`src/design/dss_pkg.sv`:
```
package dss_pkg;

    localparam int unsigned NUMBER_W = 32;
    localparam int unsigned POS_W    = 3;
    localparam int unsigned SEL_W    = 6;
    localparam int unsigned SEG_W    = 8;

    // x / 10 == (x * 0xCCCCCCCD) >> 35 for every 32-bit x
    localparam logic [31:0] DIV10_MULT  = 32'hCCCC_CCCD;
    localparam int unsigned DIV10_SHIFT = 35;

    typedef logic [NUMBER_W-1:0] number_t;
    typedef logic [POS_W-1:0]    pos_t;
    typedef logic [SEL_W-1:0]    sel_t;
    typedef logic [SEG_W-1:0]    seg_t;
    typedef logic [3:0]          bcd_t;

    // active-low segment byte, decimal point kept dark
    function automatic seg_t seg_drive_of(input bcd_t digit);
        logic [6:0] code;
        begin
            case (digit)
                4'd0:    code = 7'h3f;
                4'd1:    code = 7'h06;
                4'd2:    code = 7'h5b;
                4'd3:    code = 7'h4f;
                4'd4:    code = 7'h66;
                4'd5:    code = 7'h6d;
                4'd6:    code = 7'h7d;
                4'd7:    code = 7'h07;
                4'd8:    code = 7'h7f;
                4'd9:    code = 7'h6f;
                default: code = 7'h00;
            endcase
            seg_drive_of = ~{1'b0, code};
        end
    endfunction

endpackage

```
`src/design/dss_serializer.sv`:
```
module dss_serializer #(
    parameter int unsigned NUM_DIGITS = 6
) (
    input  logic                                      clk,
    input  logic                                      rst_n,
    input  logic                                      up_valid,
    output logic                                      up_ready,
    input  logic [NUM_DIGITS-1:0][dss_pkg::SEG_W-1:0] up_segs,
    output logic                                      out_valid,
    input  logic                                      out_ready,
    output dss_pkg::sel_t                             digit_select,
    output dss_pkg::pos_t                             digit_position,
    output dss_pkg::seg_t                             segment_drive,
    output logic                                      last
);

    logic                                      busy_reg;
    logic                                      busy_next;
    dss_pkg::pos_t                             pos_reg;
    dss_pkg::pos_t                             pos_next;
    logic [NUM_DIGITS-1:0][dss_pkg::SEG_W-1:0] segs_reg;
    logic [NUM_DIGITS-1:0][dss_pkg::SEG_W-1:0] segs_next;
    logic [7:0]                                sel_wide;
    logic                                      take;
    logic                                      load;

    assign last     = (pos_reg == '0);
    assign take     = busy_reg && out_ready;
    assign up_ready = !busy_reg || (out_ready && last);
    assign load     = up_ready && up_valid;

    always_comb
    begin
        busy_next = busy_reg;
        pos_next  = pos_reg;
        segs_next = segs_reg;
        if (load)
        begin
            busy_next = 1'b1;
            pos_next  = dss_pkg::pos_t'(NUM_DIGITS - 1);
            segs_next = up_segs;
        end
        else if (take)
        begin
            if (last)
            begin
                busy_next = 1'b0;
            end
            else
            begin
                // next digit moves down into slot zero
                pos_next  = pos_reg - 3'd1;
                segs_next = segs_reg >> dss_pkg::SEG_W;
            end
        end
    end

    always_ff @(posedge clk or negedge rst_n)
    begin
        if (!rst_n)
        begin
            busy_reg <= 1'b0;
        end
        else
        begin
            busy_reg <= busy_next;
        end
    end

    always_ff @(posedge clk)
    begin
        pos_reg  <= pos_next;
        segs_reg <= segs_next;
    end

    // positions above the select field give no select bit
    assign sel_wide       = 8'd1 << pos_reg;
    assign digit_select   = sel_wide[dss_pkg::SEL_W-1:0];
    assign digit_position = pos_reg;
    assign segment_drive  = segs_reg[0];
    assign out_valid      = busy_reg;

endmodule

```
`config.mk`:
```
export PLATFORM = sky130hd
export DESIGN_NAME = dss_serializer
export DESIGN_NICKNAME = d
export VERILOG_FILES = /design/src/design/dss_pkg.sv /design/src/design/dss_serializer.sv
export SDC_FILE = /design/constraint.sdc
export NUM_CORES = 1
export LEC_CHECK = 0
export BUFFER_PORTS_ARGS = -buffer_cell sky130_fd_sc_hd__buf_2
export CAP_MARGIN = 20
export CORE_MARGIN = 1
export CORE_UTILIZATION = 55
export CTS_CLUSTER_SIZE = 28
export DETAILED_ROUTE_END_ITERATION = 8
export HOLD_SLACK_MARGIN = 0.08
export PLACE_DENSITY = 0.84
export SLEW_MARGIN = 30
export SYNTH_ARGS = -nofsm -noshare
export SYNTH_HDL_FRONTEND = slang
export SYNTH_SLANG_ARGS = --single-unit
```
`constraint.sdc`:
```
create_clock -name clk -period 6.13 [get_ports clk]
set_clock_uncertainty 0.2 [all_clocks]
set_input_delay 0.9195 -clock clk [delete_from_list [all_inputs] [get_ports clk]]
set_output_delay 0.9195 -clock clk [all_outputs]
set_load 0.02 [all_outputs]
```
==> results.tsv, run 1 <==
metric	value	unit
Die Area	4683	sq um
Register-to-Register Path Depth	6	
Synth area leader	sky130_fd_sc_hd__edfxtp_1	
non-filler instance count after layout	264	
min setup slack post-route	3.470	ns
antenna violations before repair	0	
maximum net fanout on the critical path	5	
count of endpoints failing setup in the final report	0	
Post-Place Worst Slack	3.409	ns
Pwr per Cell Area	398.4	nW/um^2
CTS-repair resized insts	0	
cell chain of the critical path	inv_1, ha_1, nand2b_1, inv_1, buf_2	
synthesized area per cell	16.51	sq um
largest net degree at the start of global routing	50	
mean routed wirelength per cell	14.45	um
slack of the worst reg-to-reg path	3.71	ns
Post-Route WL	3815	um
Clock Tree Buf Depth	2	
r2r startpoint	digit_position[1]	
ranking of synthesized cells by area	sky130_fd_sc_hd__edfxtp_1 (59%), sky130_fd_sc_hd__mux2_2 (14%), sky130_fd_sc_hd__mux2_4 (6.2%), sky130_fd_sc_hd__buf_4 (3.4%), sky130_fd_sc_hd__and2_1 (2.6%)	
critical path arrival	1.54	ns
MaxCap Viol Count	0	
leakage component of the power	1.206	nW
startpoint types	register	
Hold Violations, Final	0	
Initial Utilization	58.98	%
unrepaired setup endpoints after global routing	no	
# port buffers	71	
count of buffers added by post-CTS timing repair for setup	0	
share of post-route cells with drive strength above 1	57.48	%
Syn-to-layout area delta	17.27	%
flip-flop count of the largest register after layout	40	
CTS sink cnt	52	
flops & latches, synth	52	
Post-Syn Nets	204	
number of cells after detailed placement	256	
total power after layout	1.134	mW
library cell used as clock root buffer	sky130_fd_sc_hd__clkbuf_8	
critical path endpoint	last	
clock tree from TritonCTS	built	
share of the core filled with cells	69.17	%
part of the Yosys area used for sequential elements	62.89	%
sum of negative setup slack	0	ns
post-route clock period utilization	43.39	%
number of I/O pins	72	
Post-Syn Instances	147	
count of H-tree levels built during CTS	2	
total global routing overflow	0	
CTS Hold Buffers Added	0	
transition time of the tightest slew-check pin	0.5883	ns
run status	complete, no violations	
Post-Synthesis Cell Area	2427	sq um
vias in the first global route	1347	
die boundary height	68.43	um
core region area	4115	sq um
standard-cell rows	23	
number of optimization iterations in the first detailed-route pass	4	
cell mode on critical path	sky130_fd_sc_hd__inv_1	
Relative slew margins	60.78	%
class of the tightest hold or removal check	in -> async	
number of different library cells in the post-synthesis netlist	26	
beginning of the critical path	digit_position[1]	
worst reg2reg path endpoint	segment_drive[4]	
global-route wire length before repair	5796	um
cell type of the slowest stage on the worst timing path	sky130_fd_sc_hd__dfxtp_1	
count of yosys warnings during synthesis	0	
clock network latency to the later pin of the worst-skew pair	0.30	ns
clock period minus final worst setup slack	2.660	ns
number of DRC markers after the initial detailed-route iteration	67	
CP max stage delay	0.36	ns
endpoint required time on the critical path	5.01	ns
Vias per Instance	5.242	
Inserted Clock Buffers	5	
IR Drop Worst-Case VDD	0.0002431	V
via count	1384	
pins over their slew limit	0	
number of nets in the final layout	270	
endpoint class of the critical path	primary output	
GR Util All Layers	17.74	%
dpl hpwl	2731	um
Chip Width	68.43	um
achievable frequency	376.0	MHz
Post-DRT Antenna Nets	0	
top cell type's share of synthesized area	59.38	%
DRC violations left	0	
clock input transition at the sequential cells of the worst setup and hold paths	0.09	ns
category of the most critical setup path	reg -> out	
weighted congestion reported at the end of routability-driven placement	0.8395	
number of antenna cells inserted	0	
[placed cells by master (no fill, tap or decap), drive strengths merged]
master and count:
a21boi 1, a21oi 2, a22o 1, a2bb2oi 1, and2 10, and2b 1, buf 73, clkbuf 5
clkinv 2, dfrtp 1, dfxtp 3, edfxtp 48, ha 5, inv 5, mux2 40, nand2 3
nand2b 3, nand3b 1, nor2b 3, nor3 1, o21ai 2, o22a 1, o22ai 1, or3b 1
[where the power goes]
part / switching [mW] / total, mW / internal, mW
sequential: 0.0425 / 0.576 / 0.533
clock: 0.108 / 0.188 / 0.0799
combinational: 0.191 / 0.370 / 0.179
[cells in the mapped netlist (all sizes together)]
master and n:
edfxtp 48, mux2 40, buf 14, and2 10
ha 5, inv 4, dfxtp 3, nand2 3
nand2b 3, nor2b 3, a21oi 2, o21ai 2
a21boi 1, a22o 1, a2bb2oi 1, and2b 1
dfrtp 1, nand3b 1, nor3 1, o22a 1
o22ai 1, or3b 1
[worst max-delay path, delay by kind of cell (launching register included)]
| family | cells | cell delay, ns |
|---|---|---|
| buffers and inverters | 3 | 0.46 |
| DFF | 1 | 0.36 |
| adders and majority gates | 1 | 0.30 |
| and+or+nand+nor | 1 | 0.12 |
[worst min path at each step]
stage / from / end / cells after the start
global route: rst_n / out_valid / 1
finish: rst_n / out_valid / 1
CTS: rst_n / out_valid / 1
floorplan: segs_reg[18] / segs_reg[10] / 1
global placement: segs_reg[26] / segs_reg[18] / 1
detailed placement: segs_reg[19] / segs_reg[11] / 1
[cell type report]
class | instances | area, sq um
flip-flops and latches | 52 | 1526
fillers | 286 | 1269
multi-input cells | 77 | 785.8
repair buffers | 73 | 370.4
clock buffers | 5 | 68.82
well taps | 50 | 62.56
clock inverters | 3 | 17.52
inverters | 4 | 15.01
[metrics by stage]
step                      hold WS (ns)  instance area (sq um)
after CTS                       0.1734                   2846
after global placement          0.3263                   2760
after global routing            0.1707                   2846
after detailed placement        0.3335                   2760
final                           0.1800                   2846
after floorplan                 0.3246                   2427
[routing by layer]
| metal | vias to the layer above | GRT usage (%) | part of all wire, % |
|---|---|---|---|
| li1 | 664 | - | - |
| met1 | 655 | 19.54 | 39 |
| met2 | 56 | 31.25 | 52 |
| met3 | 9 | 4.333 | 5.9 |
| met4 | 0 | 9.375 | 2.2 |
| met5 | - | 0 | 0 |
[cells by family (layout without fill, tap and decap cells)]
logic type	after synthesis	after routing	synth area share [%]
DFF	52	52	62.89
muxes	40	40	20.10
and+or+nand+nor	23	23	6.289
buffers and inverters	18	85	5.515
AOI/OAI and AO/OA	9	9	2.629
adders and majority gates	5	5	2.577
Note: power is estimated with default switching activity, not from simulation.
==> run 2, diff against run 1 <==
--- a/config.mk
+++ b/config.mk
@@ -5,14 +5,15 @@
 export SDC_FILE = /design/constraint.sdc
 export NUM_CORES = 1
 export LEC_CHECK = 0
+export ABC_AREA = 1
 export BUFFER_PORTS_ARGS = -buffer_cell sky130_fd_sc_hd__buf_2
 export CAP_MARGIN = 20
 export CORE_MARGIN = 1
-export CORE_UTILIZATION = 55
+export CORE_UTILIZATION = 52
 export CTS_CLUSTER_SIZE = 28
 export DETAILED_ROUTE_END_ITERATION = 8
 export HOLD_SLACK_MARGIN = 0.08
-export PLACE_DENSITY = 0.84
+export PLACE_DENSITY = 0.8
 export SLEW_MARGIN = 30
 export SYNTH_ARGS = -nofsm -noshare
 export SYNTH_HDL_FRONTEND = slang
==> constraint.sdc (replaced) <==
create_clock -name clk -period 2.55 [get_ports clk]
set_clock_uncertainty 0.2 [all_clocks]
set_input_delay 0.3825 -clock clk [delete_from_list [all_inputs] [get_ports clk]]
set_output_delay 0.3825 -clock clk [all_outputs]
set_load 0.02 [all_outputs]
==> results.tsv, run 2 <==
metric	value	unit	change
Clock Tree Buf Depth	2		unchanged
number of cells after detailed placement	377		was 256
Reg power frac	49.3	%	was 50.8%
largest delay contributor family on the critical path	buffers and inverters		unchanged
class of the tightest hold or removal check	in -> reg		was in -> async
unrepaired setup endpoints after global routing	no		unchanged
most frequent standard cell in the layout excluding fill and tap cells	sky130_fd_sc_hd__nand2_1		was sky130_fd_sc_hd__buf_2
logic gate share of total power	38.0	%	was 32.6%
count of endpoints failing setup in the final report	0		unchanged
Post-Syn Instances	260		was 147
ranking of synthesized cells by area	sky130_fd_sc_hd__edfxtp_1 (56%), sky130_fd_sc_hd__nand2_1 (14%), sky130_fd_sc_hd__nand3_1 (8.4%), sky130_fd_sc_hd__buf_4 (3.8%), sky130_fd_sc_hd__inv_1 (3.1%)		was sky130_fd_sc_hd__edfxtp_1 (59%), sky130_fd_sc_hd__mux2_2 (14%), sky130_fd_sc_hd__mux2_4 (6.2%), sky130_fd_sc_hd__buf_4 (3.4%), sky130_fd_sc_hd__and2_1 (2.6%)
met3 Track Usage GR	5.833	%	was 4.333%
Primary FF master, synth	sky130_fd_sc_hd__edfxtp_1		unchanged
Synth area leader	sky130_fd_sc_hd__edfxtp_1		unchanged
number of optimization iterations in the first detailed-route pass	4		unchanged
Chip Width	72.11	um	was 68.43 um
GR Util All Layers	18.53	%	was 17.74%
IR Drop Worst-Case VDD	0.0005560	V	was 0.0002431 V
cell chain of the critical path	inv_1, ha_1, nand3_2, nand2_4, buf_2		was inv_1, ha_1, nand2b_1, inv_1, buf_2
flip-flop count of the largest register after layout	40		unchanged
achievable frequency	455.8	MHz	
list of most frequent post-synthesis cells	sky130_fd_sc_hd__nand2_1 (96), sky130_fd_sc_hd__edfxtp_1 (48), sky130_fd_sc_hd__nand3_1 (43)		was sky130_fd_sc_hd__edfxtp_1 (48), sky130_fd_sc_hd__mux2_2 (30), sky130_fd_sc_hd__buf_4 (11)
transition time of the tightest slew-check pin	0.3931	ns	was 0.5883 ns
startpoint types	register		unchanged
mean routed wirelength per cell	11.62	um	was 14.45 um
run status	complete, no violations		unchanged
via count	1864		was 1384
count of yosys warnings during synthesis	0		unchanged
min setup slack post-route	0.3561	ns	was 3.470 ns
number of DRC markers after the initial detailed-route iteration	146		was 67
dpl hpwl	2914	um	was 2731 um
# port buffers	71		unchanged
global-route wire length before repair	7307	um	was 5796 um
clock input transition at the sequential cells of the worst setup and hold paths	0.09	ns	about the same
number of enable flip-flop cells after synthesis	48		unchanged
die boundary height	72.11	um	was 68.43 um
critical path arrival	1.61	ns	was 1.54 ns
antenna violations before repair	0		unchanged
CTS Hold Buffers Added	1		was 0
number of antenna cells inserted	0		unchanged
number of different library cells in the post-synthesis netlist	19		was 26
global-route met1 utilization	19.48	%	was 19.54%
worst path buffer plus inverter count	2		was 3
flops & latches, synth	52		unchanged
weighted congestion reported at the end of routability-driven placement	0.7701		was 0.8395
Post-Place Worst Slack	0.5566	ns	was 3.409 ns
sum of negative setup slack	0	ns	unchanged
endpoint class of the critical path	primary output		unchanged
clock period minus final worst setup slack	2.194	ns	
Most Used Layer, Global Route	met2		unchanged
Post-Route WL	4473	um	was 3815 um
top cell type's share of synthesized area	56.39	%	was 59.38%
non-filler instance count after layout	385		was 264
Net Sw Power	1.272	mW	was 0.3422 mW
Clk pwr share	12.6	%	was 16.6%
Inserted Clock Buffers	5		unchanged
Pwr per Cell Area	1157	nW/um^2	was 398.4 nW/um^2
most instantiated library cell after synthesis	sky130_fd_sc_hd__nand2_1		was sky130_fd_sc_hd__edfxtp_1
met2 Usage GRT	33.96	%	was 31.25%
pins over their slew limit	0		unchanged
CTS-repair resized insts	0		unchanged
Post-Syn Nets	317		was 204
core region area	4723	sq um	was 4115 sq um
standard-cell rows	25		was 23
number of I/O pins	72		unchanged
total global routing overflow	0		unchanged
part of the Yosys area used for sequential elements	59.72	%	was 62.89%
Pint	2.131	mW	was 0.7918 mW
MaxCap Viol Count	0		unchanged
Relative slew margins	73.76	%	was 60.78%
DRC violations left	0		unchanged
library cell used as clock root buffer	sky130_fd_sc_hd__clkbuf_8		unchanged
largest net degree at the start of global routing	53		was 50
Syn-to-layout area delta	15.12	%	was 17.27%
clock tree from TritonCTS	built		unchanged
Hold Violations, Final	0		unchanged
Initial Utilization	54.12	%	was 58.98%
switching fraction of total power	37.38	%	was 30.17%
number of nets in the final layout	375		was 270
share of post-route cells with drive strength above 1	29.56	%	was 57.48%
post-route clock period utilization	86.04	%	
commonest cells after routing, fill and taps aside	sky130_fd_sc_hd__nand2_1 (96), sky130_fd_sc_hd__buf_2 (71), sky130_fd_sc_hd__edfxtp_1 (48), sky130_fd_sc_hd__nand3_1 (43), sky130_fd_sc_hd__inv_1 (21)		was sky130_fd_sc_hd__buf_2 (71), sky130_fd_sc_hd__edfxtp_1 (48), sky130_fd_sc_hd__mux2_2 (30), sky130_fd_sc_hd__and2_1 (10), sky130_fd_sc_hd__mux2_4 (10)
CTS sink cnt	52		unchanged
count of H-tree levels built during CTS	2		unchanged
share of synthesized flip-flops with an asynchronous set or reset	1.923	%	unchanged
cell type of the slowest stage on the worst timing path	sky130_fd_sc_hd__dfxtp_1		unchanged
Post-DRT Antenna Nets	0		unchanged
vias in the first global route	1787		was 1347
count of buffers added by post-CTS timing repair for setup	0		unchanged
CP max stage delay	0.35	ns	was 0.36 ns
Vias per Instance	4.842		was 5.242
clock network latency to the later pin of the worst-skew pair	0.30	ns	about the same
maximum net fanout on the critical path	23		was 5
category of the most critical setup path	reg -> out		unchanged
Die Area	5200	sq um	was 4683 sq um
Post-Synthesis Cell Area	2556	sq um	was 2427 sq um
total power after layout	3.404	mW	was 1.134 mW
endpoint required time on the critical path	1.97	ns	was 5.01 ns
leakage component of the power	1.454	nW	was 1.206 nW
synthesized area per cell	9.832	sq um	was 16.51 sq um
-- run 2: cells by family after synthesis --
family	share of synthesized area, %
buf+inv	10.77
flops	59.72
simple gates	26.68
compound gates	0.3916
fa+ha+maj	2.447
-- run 2: final cells by class --
| cell class | instances | area [sq um] |
|---|---|---|
| Tap cell | 67 | 83.83 |
| Timing Repair Buffer | 75 | 400.4 |
| Inverter | 23 | 88.84 |
| Fill cell | 389 | 1780 |
| Multi-Input combinational cell | 161 | 765.7 |
| Clock inverter | 1 | 5.005 |
| Sequential cell | 52 | 1526 |
| Clock buffer | 6 | 72.57 |
-- run 2: path summary, 6_finish.rpt --
path / start / end / slack [ns] / cells past startpoint
setup reg to reg: digit_position[0] / segs_reg[11] / 0.55 / 7
setup / recovery: digit_position[0] / up_ready / 0.36 / 5
max in group asynchronous: rst_n / out_valid / 1.83 / 2
hold reg to reg: segs_reg[40] / segs_reg[32] / 0.32 / 2
hold / removal: up_segs[45] / segs_reg[45] / 0.18 / 3
min in group asynchronous: rst_n / out_valid / 0.23 / 2
-- run 2: worst register-to-register path, stage by stage (launching register included) --
cell	delay (ns)
sky130_fd_sc_hd__dfxtp_1	0.35
sky130_fd_sc_hd__inv_1	0.13
sky130_fd_sc_hd__ha_1	0.24
sky130_fd_sc_hd__nand3_2	0.11
sky130_fd_sc_hd__nand2_4	0.24
sky130_fd_sc_hd__nand2_8	0.28
sky130_fd_sc_hd__nand2_1	0.14
sky130_fd_sc_hd__nand2_1	0.06
-- run 2: through the flow --
step	area, sq um	hold WS [ns]	utilization [%]
finish	2943	0.1787	62.30
global route	2943	0.1749	62.30
CTS	2943	0.1604	62.30
detailed placement	2855	-0.03674	60.45
global placement	2855	-0.03992	60.45
floorplan	2567	-0.1131	-
-- run 2: power by group through the flow --
stage,registers [mW],logic [mW],clock network (mW)
global placement,1.67,1.24,0
detailed placement,1.70,1.30,0
global route,1.73,1.46,0.469
floorplan,1.69,1.10,0
CTS,1.68,1.31,0.443
finish,1.68,1.29,0.430
-- run 2: per-layer routing --
layer,vias up,share of wire [%]
met5,-,0
met4,0,1.7
met3,11,7.8
met2,83,51
met1,823,39
li1,947,-
==> run 3, diff against run 2 <==
--- a/config.mk
+++ b/config.mk
@@ -9,11 +9,12 @@
 export BUFFER_PORTS_ARGS = -buffer_cell sky130_fd_sc_hd__buf_2
 export CAP_MARGIN = 20
 export CORE_MARGIN = 1
-export CORE_UTILIZATION = 52
+export CORE_UTILIZATION = 55
 export CTS_CLUSTER_SIZE = 28
 export DETAILED_ROUTE_END_ITERATION = 8
 export HOLD_SLACK_MARGIN = 0.08
-export PLACE_DENSITY = 0.8
+export MAX_ROUTING_LAYER = met4
+export PLACE_DENSITY = 0.84
 export SLEW_MARGIN = 30
 export SYNTH_ARGS = -nofsm -noshare
 export SYNTH_HDL_FRONTEND = slang
==> constraint.sdc (replaced) <==
create_clock -name clk -period 2.75 [get_ports clk]
set_clock_uncertainty 0.2 [all_clocks]
set_input_delay 0.4125 -clock clk [delete_from_list [all_inputs] [get_ports clk]]
set_output_delay 0.4125 -clock clk [all_outputs]
set_load 0.02 [all_outputs]
==> results.tsv, run 3 (synthesized netlist as in run 2, its figures left out) <==
metric	value	unit	change
Initial Utilization	57.91	%	was 54.12%
MaxCap Viol Count	0		unchanged
share of post-route cells with drive strength above 1	29.15	%	was 29.56%
count of H-tree levels built during CTS	2		unchanged
mean routed wirelength per cell	11.71	um	was 11.62 um
endpoint class of the critical path	primary output		unchanged
library cell used as clock root buffer	sky130_fd_sc_hd__clkbuf_8		unchanged
weighted congestion reported at the end of routability-driven placement	0.8076		was 0.7701
largest net degree at the start of global routing	53		unchanged
CTS sink cnt	52		unchanged
critical path arrival	1.52	ns	was 1.61 ns
dpl cell area	2836	sq um	was 2855 sq um
via count	1832		was 1864
commonest cells after routing, fill and taps aside	sky130_fd_sc_hd__nand2_1 (96), sky130_fd_sc_hd__buf_2 (71), sky130_fd_sc_hd__edfxtp_1 (48), sky130_fd_sc_hd__nand3_1 (43), sky130_fd_sc_hd__inv_1 (21)		unchanged
Chip Width	70.18	um	was 72.11 um
GR Util All Layers	19.97	%	was 18.53%
startpoint types	register		unchanged
global-route wire length before repair	7314	um	was 7307 um
Clock Tree Buf Depth	2		unchanged
most frequent standard cell in the layout excluding fill and tap cells	sky130_fd_sc_hd__nand2_1		unchanged
Inserted Clock Buffers	5		unchanged
class of the tightest hold or removal check	in -> reg		unchanged
number of nets in the final layout	375		unchanged
clock period minus final worst setup slack	2.130	ns	
IR Drop Worst-Case VDD	0.0006013	V	was 0.0005560 V
dpl hpwl	2816	um	was 2914 um
Syn-to-layout area delta	14.49	%	was 15.12%
DRC violations left	0		unchanged
number of antenna cells inserted	0		unchanged
leakage component of the power	1.453	nW	was 1.454 nW
slack of the worst reg-to-reg path	0.82	ns	was 0.55 ns
clock network latency to the later pin of the worst-skew pair	0.30	ns	about the same
Pwr per Cell Area	1082	nW/um^2	was 1157 nW/um^2
CP max stage delay	0.35	ns	about the same
standard-cell rows	24		was 25
post-route clock period utilization	77.45	%	
Relative slew margins	72.00	%	was 73.76%
Vias per Instance	4.938		was 4.842
share of the core filled with cells	66.30	%	was 62.30%
number of DRC markers after the initial detailed-route iteration	143		was 146
count of endpoints failing setup in the final report	0		unchanged
total global routing overflow	0		unchanged
Hold Violations, Final	0		unchanged
vias in the first global route	1727		was 1787
die boundary height	70.18	um	was 72.11 um
min setup slack post-route	0.6200	ns	was 0.3561 ns
# port buffers	71		unchanged
antenna violations before repair	0		unchanged
flip-flop count of the largest register after layout	40		unchanged
category of the most critical setup path	reg -> out		unchanged
unrepaired setup endpoints after global routing	no		unchanged
number of optimization iterations in the first detailed-route pass	4		unchanged
sum of negative setup slack	0	ns	unchanged
hold slack	0.2042	ns	was 0.1787 ns
pins over their slew limit	0		unchanged
maximum net fanout on the critical path	14		was 23
run status	complete, no violations		unchanged
Post-DRT Antenna Nets	0		unchanged
number of I/O pins	72		unchanged
clock tree from TritonCTS	built		unchanged
clock input transition at the sequential cells of the worst setup and hold paths	0.09	ns	about the same
cell chain of the critical path	inv_1, ha_1, nand3_2, nand2_4, buf_2		unchanged
cell type of the slowest stage on the worst timing path	sky130_fd_sc_hd__dfxtp_1		unchanged
endpoint required time on the critical path	2.14	ns	was 1.97 ns
core region area	4414	sq um	was 4723 sq um
achievable frequency	469.5	MHz	
Post-Place Worst Slack	0.8001	ns	was 0.5566 ns
CTS-repair resized insts	0		unchanged
Post-Layout Inst Area	2927	sq um	was 2943 sq um
Post-Route WL	4343	um	was 4473 um
number of fill cells	354		was 389
transition time of the tightest slew-check pin	0.4200	ns	was 0.3931 ns
Die Area	4925	sq um	was 5200 sq um
-- run 3: cell types whose count changed in the layout (fill, tap and decap cells not counted), sizes merged --
cell	change
clkbuf	+1
-- run 3: metrics by stage --
step	power (mW)	instances
floorplan	2.591	260
global placement	2.705	362
detailed placement	2.783	362
CTS	3.189	371
global route	3.416	371
finish	3.165	371
-- run 3: worst max-delay path, delay by kind of cell (launching register included) --
kind | cells | cell delay [ns]
adders and majority gates | 1 | 0.24
and+or+nand+nor | 2 | 0.30
buffers and inverters | 2 | 0.33
DFF | 1 | 0.35
-- run 3: metal layers --
metal / vias up / share of wire (%) / track usage (%) / wire [um]
met2: 66 / 50 / 32.69 / 2185
met4: 0 / 1.9 / 6.667 / 81
met3: 9 / 6.0 / 5.483 / 261
met1: 811 / 42 / 24.00 / 1813
li1: 946 / - / - / -
met5: - / 0 / - / 0
-- run 3: path summary, 6_finish.rpt --
kind / start / to / cells past startpoint
max reg2reg: digit_position[0] / segs_reg[26] / 6
min reg2reg: segs_reg[26] / segs_reg[18] / 2
min: up_segs[22] / segs_reg[22] / 3
max: digit_position[0] / up_ready / 5
max in group asynchronous: rst_n / out_valid / 2
min in group asynchronous: rst_n / out_valid / 2
-- run 3: layout make-up --
type | count | area, sq um | share of cell area, %
clock inverter | 1 | 3.754 | 0.1283
multi-input combinational | 161 | 765.7 | 26.16
clock buffer | 7 | 76.32 | 2.608
timing repair buffer | 75 | 400.4 | 13.68
sequential | 52 | 1526 | 52.16
inverter | 23 | 88.84 | 3.035
tap | 52 | 65.06 | 2.223
-- run 3: repair_timing --
item,CTS,global route
hold buffers,1,0
endpoints found under the setup margin,0,0
endpoints found under the hold margin,1,0
buffers inserted,0,0
-- run 3: report_power, final --
part	switching, mW	internal (mW)	total [mW]
Combinational	0.812	0.389	1.20
Sequential	0.142	1.41	1.56
Clock	0.230	0.178	0.407
